**src/hw/rtl/sliding_window_median_assert.svh**
```systemverilog
// assertion macros for the sliding window median block
// expects clk and rst_n in the scope where a macro is used
`ifndef SLIDING_WINDOW_MEDIAN_ASSERT_SVH
`define SLIDING_WINDOW_MEDIAN_ASSERT_SVH

`ifndef SYNTH
`define SWM_ASSERT(lbl, prop, msg) \
    lbl: assert property (@(posedge clk) disable iff (!rst_n) (prop)) else $error(msg);
`define SWM_ASSERT_NEXT(lbl, ante, cons, msg) \
    lbl: assert property (@(posedge clk) disable iff (!rst_n) (ante) |=> (cons)) else $error(msg);
`else
`define SWM_ASSERT(lbl, prop, msg)
`define SWM_ASSERT_NEXT(lbl, ante, cons, msg)
`endif

`endif

```
**src/hw/rtl/swm_pkg.sv**
```systemverilog
// shared types and constants for the sliding window median block
// no dependencies
package swm_pkg;

    localparam int SAMPLE_W     = 32;
    localparam int OUT_W        = 33;
    localparam int CFG_W        = 7;
    localparam int RESET_WINDOW = 3;

    typedef logic signed [SAMPLE_W-1:0] sample_t;
    typedef logic signed [OUT_W-1:0]    median_t;

    // movement of a cell's value during one update
    typedef struct packed {
        logic kept;
        logic up;
        logic down;
    } swm_flags_t;

endpackage

```
**src/hw/rtl/swm_cell.sv**
```systemverilog
// one cell of the sorted window: holds a value and its age
// moves its value up, down or keeps it, and takes the new sample into the gap
// depends on swm_pkg
module swm_cell
    import swm_pkg::*;
#(
    parameter int AGE_W = 6
)
(
    input  logic             clk,
    input  logic             load,
    input  sample_t          sample,
    input  logic             held,
    input  logic             full,
    input  logic [AGE_W-1:0] oldest_age,
    input  logic             rm_before,
    input  swm_flags_t       left_flags,
    input  sample_t          left_val,
    input  logic [AGE_W-1:0] left_age,
    input  swm_flags_t       right_flags,
    input  sample_t          right_val,
    input  logic [AGE_W-1:0] right_age,
    output logic             rm,
    output swm_flags_t       flags,
    output sample_t          val,
    output logic [AGE_W-1:0] age
);

    sample_t          val_reg;
    sample_t          val_next;
    logic [AGE_W-1:0] age_reg;
    logic [AGE_W-1:0] age_next;
    logic             le;

    assign le = (val_reg <= sample);
    assign rm = held && full && (age_reg == oldest_age);

    always_comb
    begin
        flags.kept = held && !rm;
        flags.up   = held && !rm && !le && !rm_before;
        flags.down = held && !rm && le && rm_before;
    end

    always_comb
    begin
        if (left_flags.kept && left_flags.up)
        begin
            val_next = left_val;
            age_next = left_age + AGE_W'(1);
        end
        else if (right_flags.kept && right_flags.down)
        begin
            val_next = right_val;
            age_next = right_age + AGE_W'(1);
        end
        else if (flags.kept && !flags.up && !flags.down)
        begin
            val_next = val_reg;
            age_next = age_reg + AGE_W'(1);
        end
        else
        begin
            val_next = sample;
            age_next = '0;
        end
    end

    always_ff @(posedge clk)
    begin
        if (load)
        begin
            val_reg <= val_next;
            age_reg <= age_next;
        end
    end

    assign val = val_reg;
    assign age = age_reg;

endmodule

```
**config.mk**
```make
export PLATFORM = sky130hd
export DESIGN_NAME = swm_cell
export DESIGN_NICKNAME = d
export VERILOG_FILES = /design/src/hw/rtl/sliding_window_median_assert.svh /design/src/hw/rtl/swm_pkg.sv /design/src/hw/rtl/swm_cell.sv
export SDC_FILE = /design/constraint.sdc
export NUM_CORES = 1
export LEC_CHECK = 0
export ABC_AREA = 1
export ABC_CLOCK_PERIOD_IN_PS = 4000
export BUFFER_PORTS_ARGS = -buffer_cell sky130_fd_sc_hd__buf_2
export CAP_MARGIN = 0
export CORE_MARGIN = 1
export CORE_UTILIZATION = 30
export DETAILED_ROUTE_END_ITERATION = 8
export GPL_TIMING_DRIVEN = 0
export SETUP_SLACK_MARGIN = 0.15
export SYNTH_ARGS = -nofsm -noshare
export SYNTH_HDL_FRONTEND = slang
export SYNTH_SLANG_ARGS = --single-unit
```
**constraint.sdc**
```tcl
create_clock -name clk -period 4 [get_ports clk]
set_clock_uncertainty 0.2 [all_clocks]
set_input_delay 0.4 -clock clk [delete_from_list [all_inputs] [get_ports clk]]
set_output_delay 0.4 -clock clk [all_outputs]
set_load 0.02 [all_outputs]
```
==> metrics.md, run 1 <==
| Metric | Value |
|---|---|
| Cell area after layout | 4320 µm² |
| Number of post-CTS setup repair buffers | 0 |
| Synthesized area per cell | 7.51 µm² |
| Final Hold Violating Endpoints | 0 |
| Htree depth | 2 |
| Via count of the routed design | 3465 |
| Post-Syn Instances | 425 |
| Unrepaired setup endpoints after global routing | no |
| Vias in the first global route | 3430 |
| Crit start category | flop |
| ANT cells | 0 |
| Via/cell ratio | 4.73 |
| Worst hold path class | in2reg |
| CTS tree | built |
| Hold Crit Depth | 1 |
| CP Data Required Time | 3.72 ns |
| Initial antenna violation count | 0 |
| Die Y | 105 µm |
| Arr. time, crit path | 2.89 ns |
| # Max-Cap Violations | 0 |
| Register bit total from synthesis | 38 |
| Async S/R FF share, synth | 0% |
| Clock sinks | 38 |
| Syn. warnings | 0 |
| Post-route insts no fill | 733 |
| Endpoints failing setup | 0 |
| Placed Cells | 725 |
| Post-synth EDFFs | 38 |
| Initial DRC count | 135 |
| Max Clk Rate | 315 MHz |
| IO Port Bufs | 164 |
| Post-route antenna net violation count | 0 |
| Final period utilization | 79.3% |
| Final net count | 756 |
| Crit end category | flop |
| Setup CP Type | reg2reg |
| Post-synthesis simple-gate area fraction | 27.0% |
| First-pass GRT wire length | 15500 µm |
| Largest net degree at the start of global routing | 33 |
| Clock Latency Late Sink | 0.30 ns |
| Synth Area in Adders | 13.7% |
| Multiplexer share of the synthesized area | 0% |
| Layout cells sized above 1 | 30.8% |
| Drt total wl | 9490 µm |
| Clock-pin transition on the worst setup and hold timing paths | 0.09 ns |
| Worst Tran Pin Value | 0.869 ns |
| Largest family of logic cells by synthesized area | simple AND/OR/NAND/NOR gates |
| Hold bufs inserted after CTS | 0 |
| Worst IR Drop VDD | 184 µV |
| Worst Path Max Fanout | 32 |
| DRT Pass-1 Iters | 5 |
| Biggest area consumer among synthesized cells | edfxtp_1 |
| Grt ovf | 0 |
| Worst flop-to-flop path endpoint | val[20] |
| Most numerous cell in the Yosys netlist | nand2_1 |
| Static leakage | 2.23 nW |
| Post-CTS Resized | 0 |
| Max-slew headroom | 42.0% |
| Drt drc | 0 |
| Wire per inst | 12.9 µm |
| Post-synthesis sequential area ratio | 35.8% |
| P per Cell Area | 307 nW/µm² |
| Synth Area in Compound Gates | 12.7% |
| Die Wd | 105 µm |
| Post-DP HPWL | 7550 µm |
| End of the worst hold path | age[3] |
| Cell Area, Synth | 3190 µm² |
| Placer Congestion | 0.814 |
| Tot GR Track Use | 17.4% |
| Rows | 37 |
| Setup Total Neg Slack | 0 ns |
| Min Tclk post-route | 3.17 ns |
| Netlist cell types | 25 |
| Number of flip-flops in the largest register | 32 |
| Max Slew Vio Count | 0 |
| Worst Reg-to-Reg Cells | 10 |
| Worst r2r src | val[31] |
| Area contributors post-synth | edfxtp_1 (36%), ha_1 (14%), nand2_1 (13%), nor2_1 (6.9%), inv_1 (6.4%) |
| Most frequent cells after synthesis | nand2_1 (112), nor2_1 (59), inv_1 (54), edfxtp_1 (38), ha_1 (35) |
| Ports | 167 |
| Die area | 11100 µm² |
| Reg2Reg Setup Slack | 0.83 ns |
| Status | complete, no violations |
| Clock Path Buffers | 2 |
| Area Growth Syn to Fin | 35.2% |
| Hold path start | load |
| Post-synth top flop | edfxtp_1 |
| Starting Density | 30.9% |
| Core box area | 10300 µm² |
| Clk Tree Root Cell | clkbuf_8 |
| Mapped Nets | 585 |
| Synth top area share | 35.8% |
| TritonCTS buffer count | 5 |
| DP Area | 4180 µm² |
| XOR/XNOR Fraction of Synth Area | 2.74% |
stage by stage:
step           hold WS (ns)  utilization (%)  setup slack (ns)  power (mW)
2_1_floorplan         0.312                -             0.894       0.771
3_3_place_gp          0.523             40.5             0.215       0.927
3_5_place_dp          0.534             40.5             0.691       0.936
4_1_cts               0.228             41.8             0.813        1.34
5_1_grt               0.237             41.8             0.583        1.40
6_report              0.226             41.8             0.828        1.32
kinds of logic after synthesis:
group	count (synthesis)
buffers and inverters	69
and+or+nand+nor	202
xor gates and xnor gates	10
AOI/OAI and AO/OA	71
adders and majority gates	35
DFF	38
critical path, cell delays in order (launching register included):
cell and delay [ns]:
edfxtp_1 0.43, ha_1 0.37, a21oi_1 0.16, o21a_1 0.14, nand2_1 0.05, a21oi_1 0.23
nand2_1 0.12, nand2_2 0.12, nand4_4 0.14, nand3_1 0.12, o21a_2 0.70
routing by layer:
metal  wire length, µm  GRT usage [%]  vias up
met2              4560           30.8      126
met1              4270           22.0     1564
met5                 0              0        -
met3               515           2.31       11
met4               139           4.53        0
li1                  -              -     1764
placed cells by master (no fill, tap or decap):
cell type  netlist  routed
ha_1            35      35
xnor2_1          6       6
nand2_4          1       1
bufinv_16        0       2
clkbuf_8         0       5
nor3_1           1       1
nand3_2          1       1
o21ai_0          9       9
nor3_2           1       1
nand2_1        112     112
edfxtp_1        38      38
inv_2            1       1
clkinv_1         0       1
o21a_1           3       2
a21o_1           1       1
nand3_1         10      10
nand2_2          5       5
nor2_1          59      59
a31oi_1         32      32
buf_1            5       5
clkbuf_1         9       9
a21oi_1         26      26
nand3_4          1       1
nand4_4          1       1
buf_2            0     164
xor2_1           4       4
nand4_1          9       9
o21a_2           0       1
nor2_2           1       1
inv_1           54      54
worst max-delay path by stage:
stage / startpoint / end / slack, ns / cells past startpoint
2_1_floorplan: val[31] / val[0] / 0.89 / 10
3_3_place_gp: sample[31] / val[15] / 0.21 / 12
3_5_place_dp: sample[31] / val[12] / 0.69 / 12
4_1_cts: val[31] / val[30] / 0.81 / 10
5_1_grt: val[31] / val[23] / 0.58 / 10
6_report: val[31] / val[20] / 0.83 / 10
where the power goes:
| part | switching (mW) | internal, mW |
|---|---|---|
| clock | 0.153 | 0.247 |
| combinational | 0.246 | 0.164 |
| sequential | 0.0243 | 0.489 |
| total | 0.423 | 0.900 |
final cells by class:
cell class / instances / area [µm²]
multi-input combinational: 318 / 1790
fill: 1109 / 6010
inverter: 55 / 206
clock inverter: 3 / 63.8
sequential: 38 / 1140
buffer: 14 / 52.6
clock buffer: 5 / 68.8
tap: 136 / 170
timing repair buffer: 164 / 821
No activity file was read; power rests on OpenSTA's default activity.
==> run 2, diff against run 1 <==
--- a/config.mk
+++ b/config.mk
@@ -6,7 +6,7 @@
 export NUM_CORES = 1
 export LEC_CHECK = 0
 export ABC_AREA = 1
-export ABC_CLOCK_PERIOD_IN_PS = 4000
+export ABC_CLOCK_PERIOD_IN_PS = 2800
 export BUFFER_PORTS_ARGS = -buffer_cell sky130_fd_sc_hd__buf_2
 export CAP_MARGIN = 0
 export CORE_MARGIN = 1
==> constraint.sdc (replaced) <==
create_clock -name clk -period 2.8 [get_ports clk]
set_clock_uncertainty 0.2 [all_clocks]
set_input_delay 0.28 -clock clk [delete_from_list [all_inputs] [get_ports clk]]
set_output_delay 0.28 -clock clk [all_outputs]
set_load 0.02 [all_outputs]
==> run 2 against run 1 <==
  * Clock power fell by 4%
  * Die area is the same
  * Largest cell class unchanged
  * Critical path depth unchanged
  * Highest routed layer unchanged
  * Global-route usage rose by 0.74 points
  * Final area up 4.1%
  * Sequential power increased by 43%
  * Hold slack worse by 0.097 ns
==> metrics.md, run 2 (synthesis results as in run 1) <==
| Metric | Value |
|---|---|
| Final Hold Violating Endpoints | 0 (unchanged) |
| Worst Reg-to-Reg Cells | 11 (+1) |
| Clock-pin transition on the worst setup and hold timing paths | 0.09 ns (about the same) |
| Worst Path Max Fanout | 3 (-91%) |
| Clock power share | 21.7% (-8.5 points) |
| DRT Pass-1 Iters | 4 (-1) |
| Unrepaired setup endpoints after global routing | yes |
| Arr. time, crit path | 2.12 ns (-0.77 ns) |
| Setup WS pre-CTS | -0.129 ns (-0.820 ns) |
| Endpoints failing setup | 0 (unchanged) |
| Register share of total power | 41.5% (+2.7 points) |
| Die area | 11100 µm² (unchanged) |
| Die Y | 105 µm (unchanged) |
| Initial antenna violation count | 0 (unchanged) |
| Htree depth | 2 (unchanged) |
| P_sw | 0.633 mW (+50%) |
| Tot GR Track Use | 18.1% (+0.74 points) |
| Core box area | 10300 µm² (unchanged) |
| Via count of the routed design | 3466 (+0.029%) |
| Area Growth Syn to Fin | 40.8% |
| ANT cells | 0 (unchanged) |
| Min Tclk post-route | 2.60 ns |
| Initial DRC count | 152 (+13%) |
| Internal Pwr Total | 1.14 mW (+26%) |
| Final net count | 764 (+1.1%) |
| Worst hold path class | in2reg |
| Via/cell ratio | 4.68 (-1.1%) |
| Status | complete, no violations |
| DP Area | 4190 µm² (+0.15%) |
| Switching Share | 35.7% (+3.8 points) |
| Largest net degree at the start of global routing | 13 (-61%) |
| Starting Density | 30.9% (unchanged) |
| Max-slew headroom | 59.7% (+18 points) |
| # Max-Cap Violations | 0 (unchanged) |
| Reg2Reg Setup Slack | 0.25 ns (-0.58 ns) |
| Clock sinks | 38 (unchanged) |
| Cell area after layout | 4500 µm² (+4.1%) |
| Die Wd | 105 µm (unchanged) |
| Clock Latency Late Sink | 0.29 ns (about the same) |
| Wire per inst | 13.5 µm (+4.4%) |
| Clk Tree Root Cell | clkbuf_8 |
| CP Data Required Time | 2.32 ns (-1.40 ns) |
| Worst r2r src | val[25] |
| Number of flip-flops in the largest register | 32 (unchanged) |
| Drt drc | 0 (unchanged) |
| Vias in the first global route | 3422 (-0.23%) |
| Clock Path Buffers | 2 (unchanged) |
| Max Slew Vio Count | 0 (unchanged) |
| P per Cell Area | 394 nW/µm² (+29%) |
| Share of total power in combinational logic | 36.8% (+5.8 points) |
| Critical path origin | val[25] |
| Rows | 37 (unchanged) |
| Worst setup margin | 0.205 ns (-0.624 ns) |
| Post-DP HPWL | 7470 µm (-0.97%) |
| Worst flop-to-flop path endpoint | val[29] |
| Crit end category | output pin |
| Post-route antenna net violation count | 0 (unchanged) |
| CTS tree | built |
| Final period utilization | 92.7% |
| Static leakage | 2.27 nW (+1.6%) |
| Layout cells sized above 1 | 34.4% (+3.6 points) |
| Worst Tran Pin Value | 0.605 ns (-0.265 ns) |
| Setup crit end | flags[1] |
| Fill count | 1073 (-3.2%) |
| Hold bufs inserted after CTS | 0 (unchanged) |
| Most common cell after layout, fill and taps aside | buf_2 |
| Commonest cells after routing, fill and taps aside | buf_2 (163), nand2_1 (110), nor2_1 (58), inv_1 (53), edfxtp_1 (38) |
| Drt total wl | 10000 µm (+5.5%) |
| Worst IR Drop VDD | 177 µV (-4.0%) |
| Ports | 167 (unchanged) |
| Crit start category | flop |
| Grt ovf | 0 (unchanged) |
| Setup CP Type | reg2out |
| Placer Congestion | 0.812 (-0.27%) |
| IO Port Bufs | 164 (unchanged) |
| Max Clk Rate | 385 MHz |
| First-pass GRT wire length | 15900 µm (+3.0%) |
| TritonCTS buffer count | 5 (unchanged) |
run 2: power groups by stage:
| stage | Sequential (mW) | Clock, mW | Combinational [mW] |
|---|---|---|---|
| 2_1_floorplan | 0.804 | 0 | 0.298 |
| 3_3_place_gp | 0.745 | 0 | 0.581 |
| 5_1_grt | 0.741 | 0.416 | 0.736 |
| 3_5_place_dp | 0.746 | 0 | 0.591 |
| 4_1_cts | 0.733 | 0.401 | 0.619 |
| 6_report | 0.735 | 0.385 | 0.652 |
run 2: area by class of cell:
class                   instances  area, µm²  area share [%]
well taps                     136        170            3.79
flip-flops and latches         38       1140            25.4
inverters                      55        206            4.59
repair buffers                169        865            19.2
clock buffers                   5       68.8            1.53
plain buffers                  14       52.6            1.17
multi-input cells             321       1980            43.9
clock inverters                 3       16.3           0.362
run 2: critical path: stages, from the launching register on:
cell and delay, ns:
edfxtp_1 0.45, ha_4 0.30, nand4_1 0.14, nor3_4 0.15, nand2_1 0.08, nor2_2 0.15, nand2_2 0.09, nand3_2 0.11
nand4_4 0.13, inv_1 0.07, buf_2 0.16
run 2: through the flow:
stage	power [mW]	setup TNS, ns	cells	hold WS, ns	utilization, %
2_1_floorplan	1.10	0	425	0.192	-
3_5_place_dp	1.34	-4.10	725	0.428	40.6
3_3_place_gp	1.33	-3.53	725	0.414	40.6
6_report	1.77	0	741	0.130	43.5
4_1_cts	1.75	0	737	0.117	42.1
5_1_grt	1.89	0	741	0.131	43.5
run 2: timing repair:
item | in CTS | in global routing
gates cloned | 3 | 0
setup endpoints to repair | 34 | 36
pin swaps | 2 | 5
setup buffers | 1 | 4
gates resized for setup | 6 | 20
run 2: worst min-delay path by stage:
stage	slack (ns)	startpoint	endpoint	depth (start not counted)
finish	0.13	right_val[6]	val[6]	3
global route	0.13	right_val[3]	val[3]	3
CTS	0.12	right_val[4]	val[4]	3
detailed placement	0.43	load	age[5]	1
global placement	0.41	load	age[5]	1
floorplan	0.19	load	age[0]	0
run 2: per-layer routing:
metal | wire length (µm) | vias up | track usage [%]
met5 | 0 | - | 0
met4 | 103 | 0 | 3.82
met3 | 543 | 7 | 2.62
met2 | 4900 | 124 | 32.3
met1 | 4460 | 1547 | 23.1
li1 | - | 1788 | -
==> run 3, diff against run 2 <==
--- a/config.mk
+++ b/config.mk
@@ -10,9 +10,10 @@
 export BUFFER_PORTS_ARGS = -buffer_cell sky130_fd_sc_hd__buf_2
 export CAP_MARGIN = 0
 export CORE_MARGIN = 1
-export CORE_UTILIZATION = 30
+export CORE_UTILIZATION = 42
 export DETAILED_ROUTE_END_ITERATION = 8
 export GPL_TIMING_DRIVEN = 0
+export PLACE_DENSITY = 0.78
 export SETUP_SLACK_MARGIN = 0.15
 export SYNTH_ARGS = -nofsm -noshare
 export SYNTH_HDL_FRONTEND = slang
==> run 3 against run 2 <==
  * Power up 9.2%
  * Via count grew 2.4%
  * Register-to-register slack got worse by 0.16 ns
  * Worst setup slack got worse by 0.15 ns
  * Wire length down 2.7%
  * Die area down 28%
  * Hold slack improved by 0.0013 ns
  * Critical path depth is 2 higher
  * Global-route usage increased by 5.8 points
  * Non-clock buffer count shrank 1
  * Critical path type unchanged
  * Largest cell class unchanged
==> metrics.md, run 3 (synthesis results as in run 1) <==
| Metric | Value |
|---|---|
| Status | complete, no violations |
| Htree depth | 2 (unchanged) |
| Commonest cells after routing, fill and taps aside | buf_2 (162), nand2_1 (111), nor2_1 (59), inv_1 (53), edfxtp_1 (38) |
| Post-DP HPWL | 7230 µm (-3.2%) |
| Via count of the routed design | 3548 (+2.4%) |
| Crit end category | output pin |
| Clock-pin transition on the worst setup and hold timing paths | 0.08 ns (about the same) |
| Endpoints failing setup | 0 (unchanged) |
| Drt total wl | 9740 µm (-2.7%) |
| Worst Tran Pin Value | 0.524 ns (-0.0812 ns) |
| Worst Path Max Fanout | 3 (unchanged) |
| Hold Crit Depth | 3 (unchanged) |
| Number of flip-flops in the largest register | 32 (unchanged) |
| Clock power share | 28.7% (+7.0 points) |
| Max Slew Vio Count | 0 (unchanged) |
| Worst Reg-to-Reg Cells | 13 (+2) |
| Largest net degree at the start of global routing | 13 (unchanged) |
| Rows | 31 (-16%) |
| Final Hold Violating Endpoints | 0 (unchanged) |
| Worst hold path class | in2reg |
| CTS tree | built |
| Clock Path Buffers | 2 (unchanged) |
| Ports | 167 (unchanged) |
| P_sw | 0.620 mW (-2.1%) |
| Max-slew headroom | 65.1% (+5.4 points) |
| Worst IR Drop VDD | 276 µV (+56%) |
| WHS | 0.131 ns (+0.00133 ns) |
| Setup CP Type | reg2out |
| Internal Pwr Total | 1.32 mW (+15%) |
| First-pass GRT wire length | 14400 µm (-9.8%) |
| ANT cells | 0 (unchanged) |
| Unrepaired setup endpoints after global routing | yes |
| Static leakage | 2.28 nW (+0.61%) |
| Post-route antenna net violation count | 0 (unchanged) |
| CP Data Required Time | 2.32 ns (about the same) |
| Post-route insts no fill | 703 (-5.1%) |
| DRT Pass-1 Iters | 4 (unchanged) |
| Core box area | 7290 µm² (-29%) |
| Clock sinks | 38 (unchanged) |
| Switching Share | 32.0% (-3.7 points) |
| Starting Density | 43.8% (+13 points) |
| Final net count | 763 (-0.13%) |
| Crit start category | flop |
| Area Growth Syn to Fin | 39.3% |
| Wire per inst | 13.9 µm (+2.6%) |
| Min Tclk post-route | 2.75 ns (+0.153 ns) |
| Fill count | 683 (-36%) |
| Initial antenna violation count | 0 (unchanged) |
| Clk Tree Root Cell | clkbuf_8 |
| Arr. time, crit path | 2.27 ns (+0.15 ns) |
| Initial DRC count | 124 (-18%) |
| P per Cell Area | 435 nW/µm² (+10%) |
| Layout cells sized above 1 | 33.1% (-1.3 points) |
| Final period utilization | 98.1% (+5.5 points) |
| TritonCTS buffer count | 5 (unchanged) |
| Grt ovf | 0 (unchanged) |
| Vias in the first global route | 3208 (-6.3%) |
| Max Clk Rate | 364 MHz (-5.6%) |
| Most common cell after layout, fill and taps aside | buf_2 |
| # Max-Cap Violations | 0 (unchanged) |
| Die area | 7950 µm² (-28%) |
| IO Port Bufs | 164 (unchanged) |
| Drt drc | 0 (unchanged) |
| Placer Congestion | 0.830 (+2.2%) |
| Placed Cells | 688 (-5.1%) |
| Clock Latency Late Sink | 0.29 ns (about the same) |
| Via/cell ratio | 5.05 (+7.9%) |
| Die Wd | 89.2 µm (-15%) |
| Register share of total power | 37.9% (-3.6 points) |
| Tot GR Track Use | 23.9% (+5.8 points) |
| Share of total power in combinational logic | 33.3% (-3.5 points) |
| Die Y | 89.2 µm (-15%) |
-- run 3: changes by cell type in the layout (fill, tap and decap cells not counted), sizes merged --
cell      delta
clkinv       -1
buf          -1
clkinvlp     -1
bufinv       +2
-- run 3: path summary, 6_finish.rpt --
| kind | endpoint | from | slack (ns) |
|---|---|---|---|
| min reg2reg | age[0] | age[0] | 0.61 |
| max reg2reg | val[15] | val[27] | 0.09 |
| min | val[26] | right_val[26] | 0.13 |
| max | flags[0] | val[27] | 0.05 |
-- run 3: power by group through the flow --
stage | Clock (mW) | Sequential (mW) | Combinational (mW)
final | 0.556 | 0.735 | 0.645
after global routing | 0.586 | 0.741 | 0.719
after CTS | 0.564 | 0.733 | 0.623
after detailed placement | 0 | 0.745 | 0.590
after global placement | 0 | 0.743 | 0.569
after floorplan | 0 | 0.804 | 0.298
-- run 3: timing repair --
action,in CTS,in global routing
pin swaps,3,12
hold buffers,0,0
setup endpoints to repair,34,34
gates resized for setup,8,10
buffers inserted,2,2
cloned,3,0
-- run 3: final cells by class --
class / count / area [µm²] / area share (%)
multi-input combinational: 321 / 1930 / 43.4
sequential: 38 / 1140 / 25.7
timing repair buffer: 168 / 860 / 19.3
inverter: 55 / 206 / 4.64
tap: 99 / 124 / 2.79
clock buffer: 5 / 68.8 / 1.55
clock inverter: 3 / 63.8 / 1.44
buffer: 14 / 52.6 / 1.18
-- run 3: worst max-delay path: stages, from the launching register on --
cell      delay [ns]
edfxtp_1        0.45
ha_4            0.28
buf_4           0.13
a21oi_1         0.14
o21ai_0         0.14
nand2_1         0.08
nand2_1         0.06
a21oi_2         0.19
nand3_2         0.16
nand3_4         0.12
nand3_2         0.07
inv_2           0.06
buf_6           0.11
-- run 3: per-layer routing --
| metal | vias up | global-route usage (%) | share of wire, % |
|---|---|---|---|
| met5 | - | 0 | 0 |
| met4 | 0 | 5.05 | 1.0 |
| met3 | 14 | 3.69 | 5.5 |
| met2 | 135 | 42.5 | 50 |
| met1 | 1613 | 30.8 | 43 |
| li1 | 1786 | - | - |
-- run 3: metrics by stage --
step | total power, mW | setup TNS, ns | setup WS [ns] | util, % | area, µm²
2_1_floorplan | 1.10 | 0 | 0.177 | - | 3200
3_3_place_gp | 1.31 | -1.54 | -0.0493 | 56.8 | 4140
3_5_place_dp | 1.33 | -2.80 | -0.0894 | 56.8 | 4140
4_1_cts | 1.92 | 0 | 0.148 | 60.0 | 4380
5_1_grt | 2.05 | -0.0791 | -0.0442 | 61.0 | 4450
6_report | 1.94 | 0 | 0.0520 | 61.0 | 4450
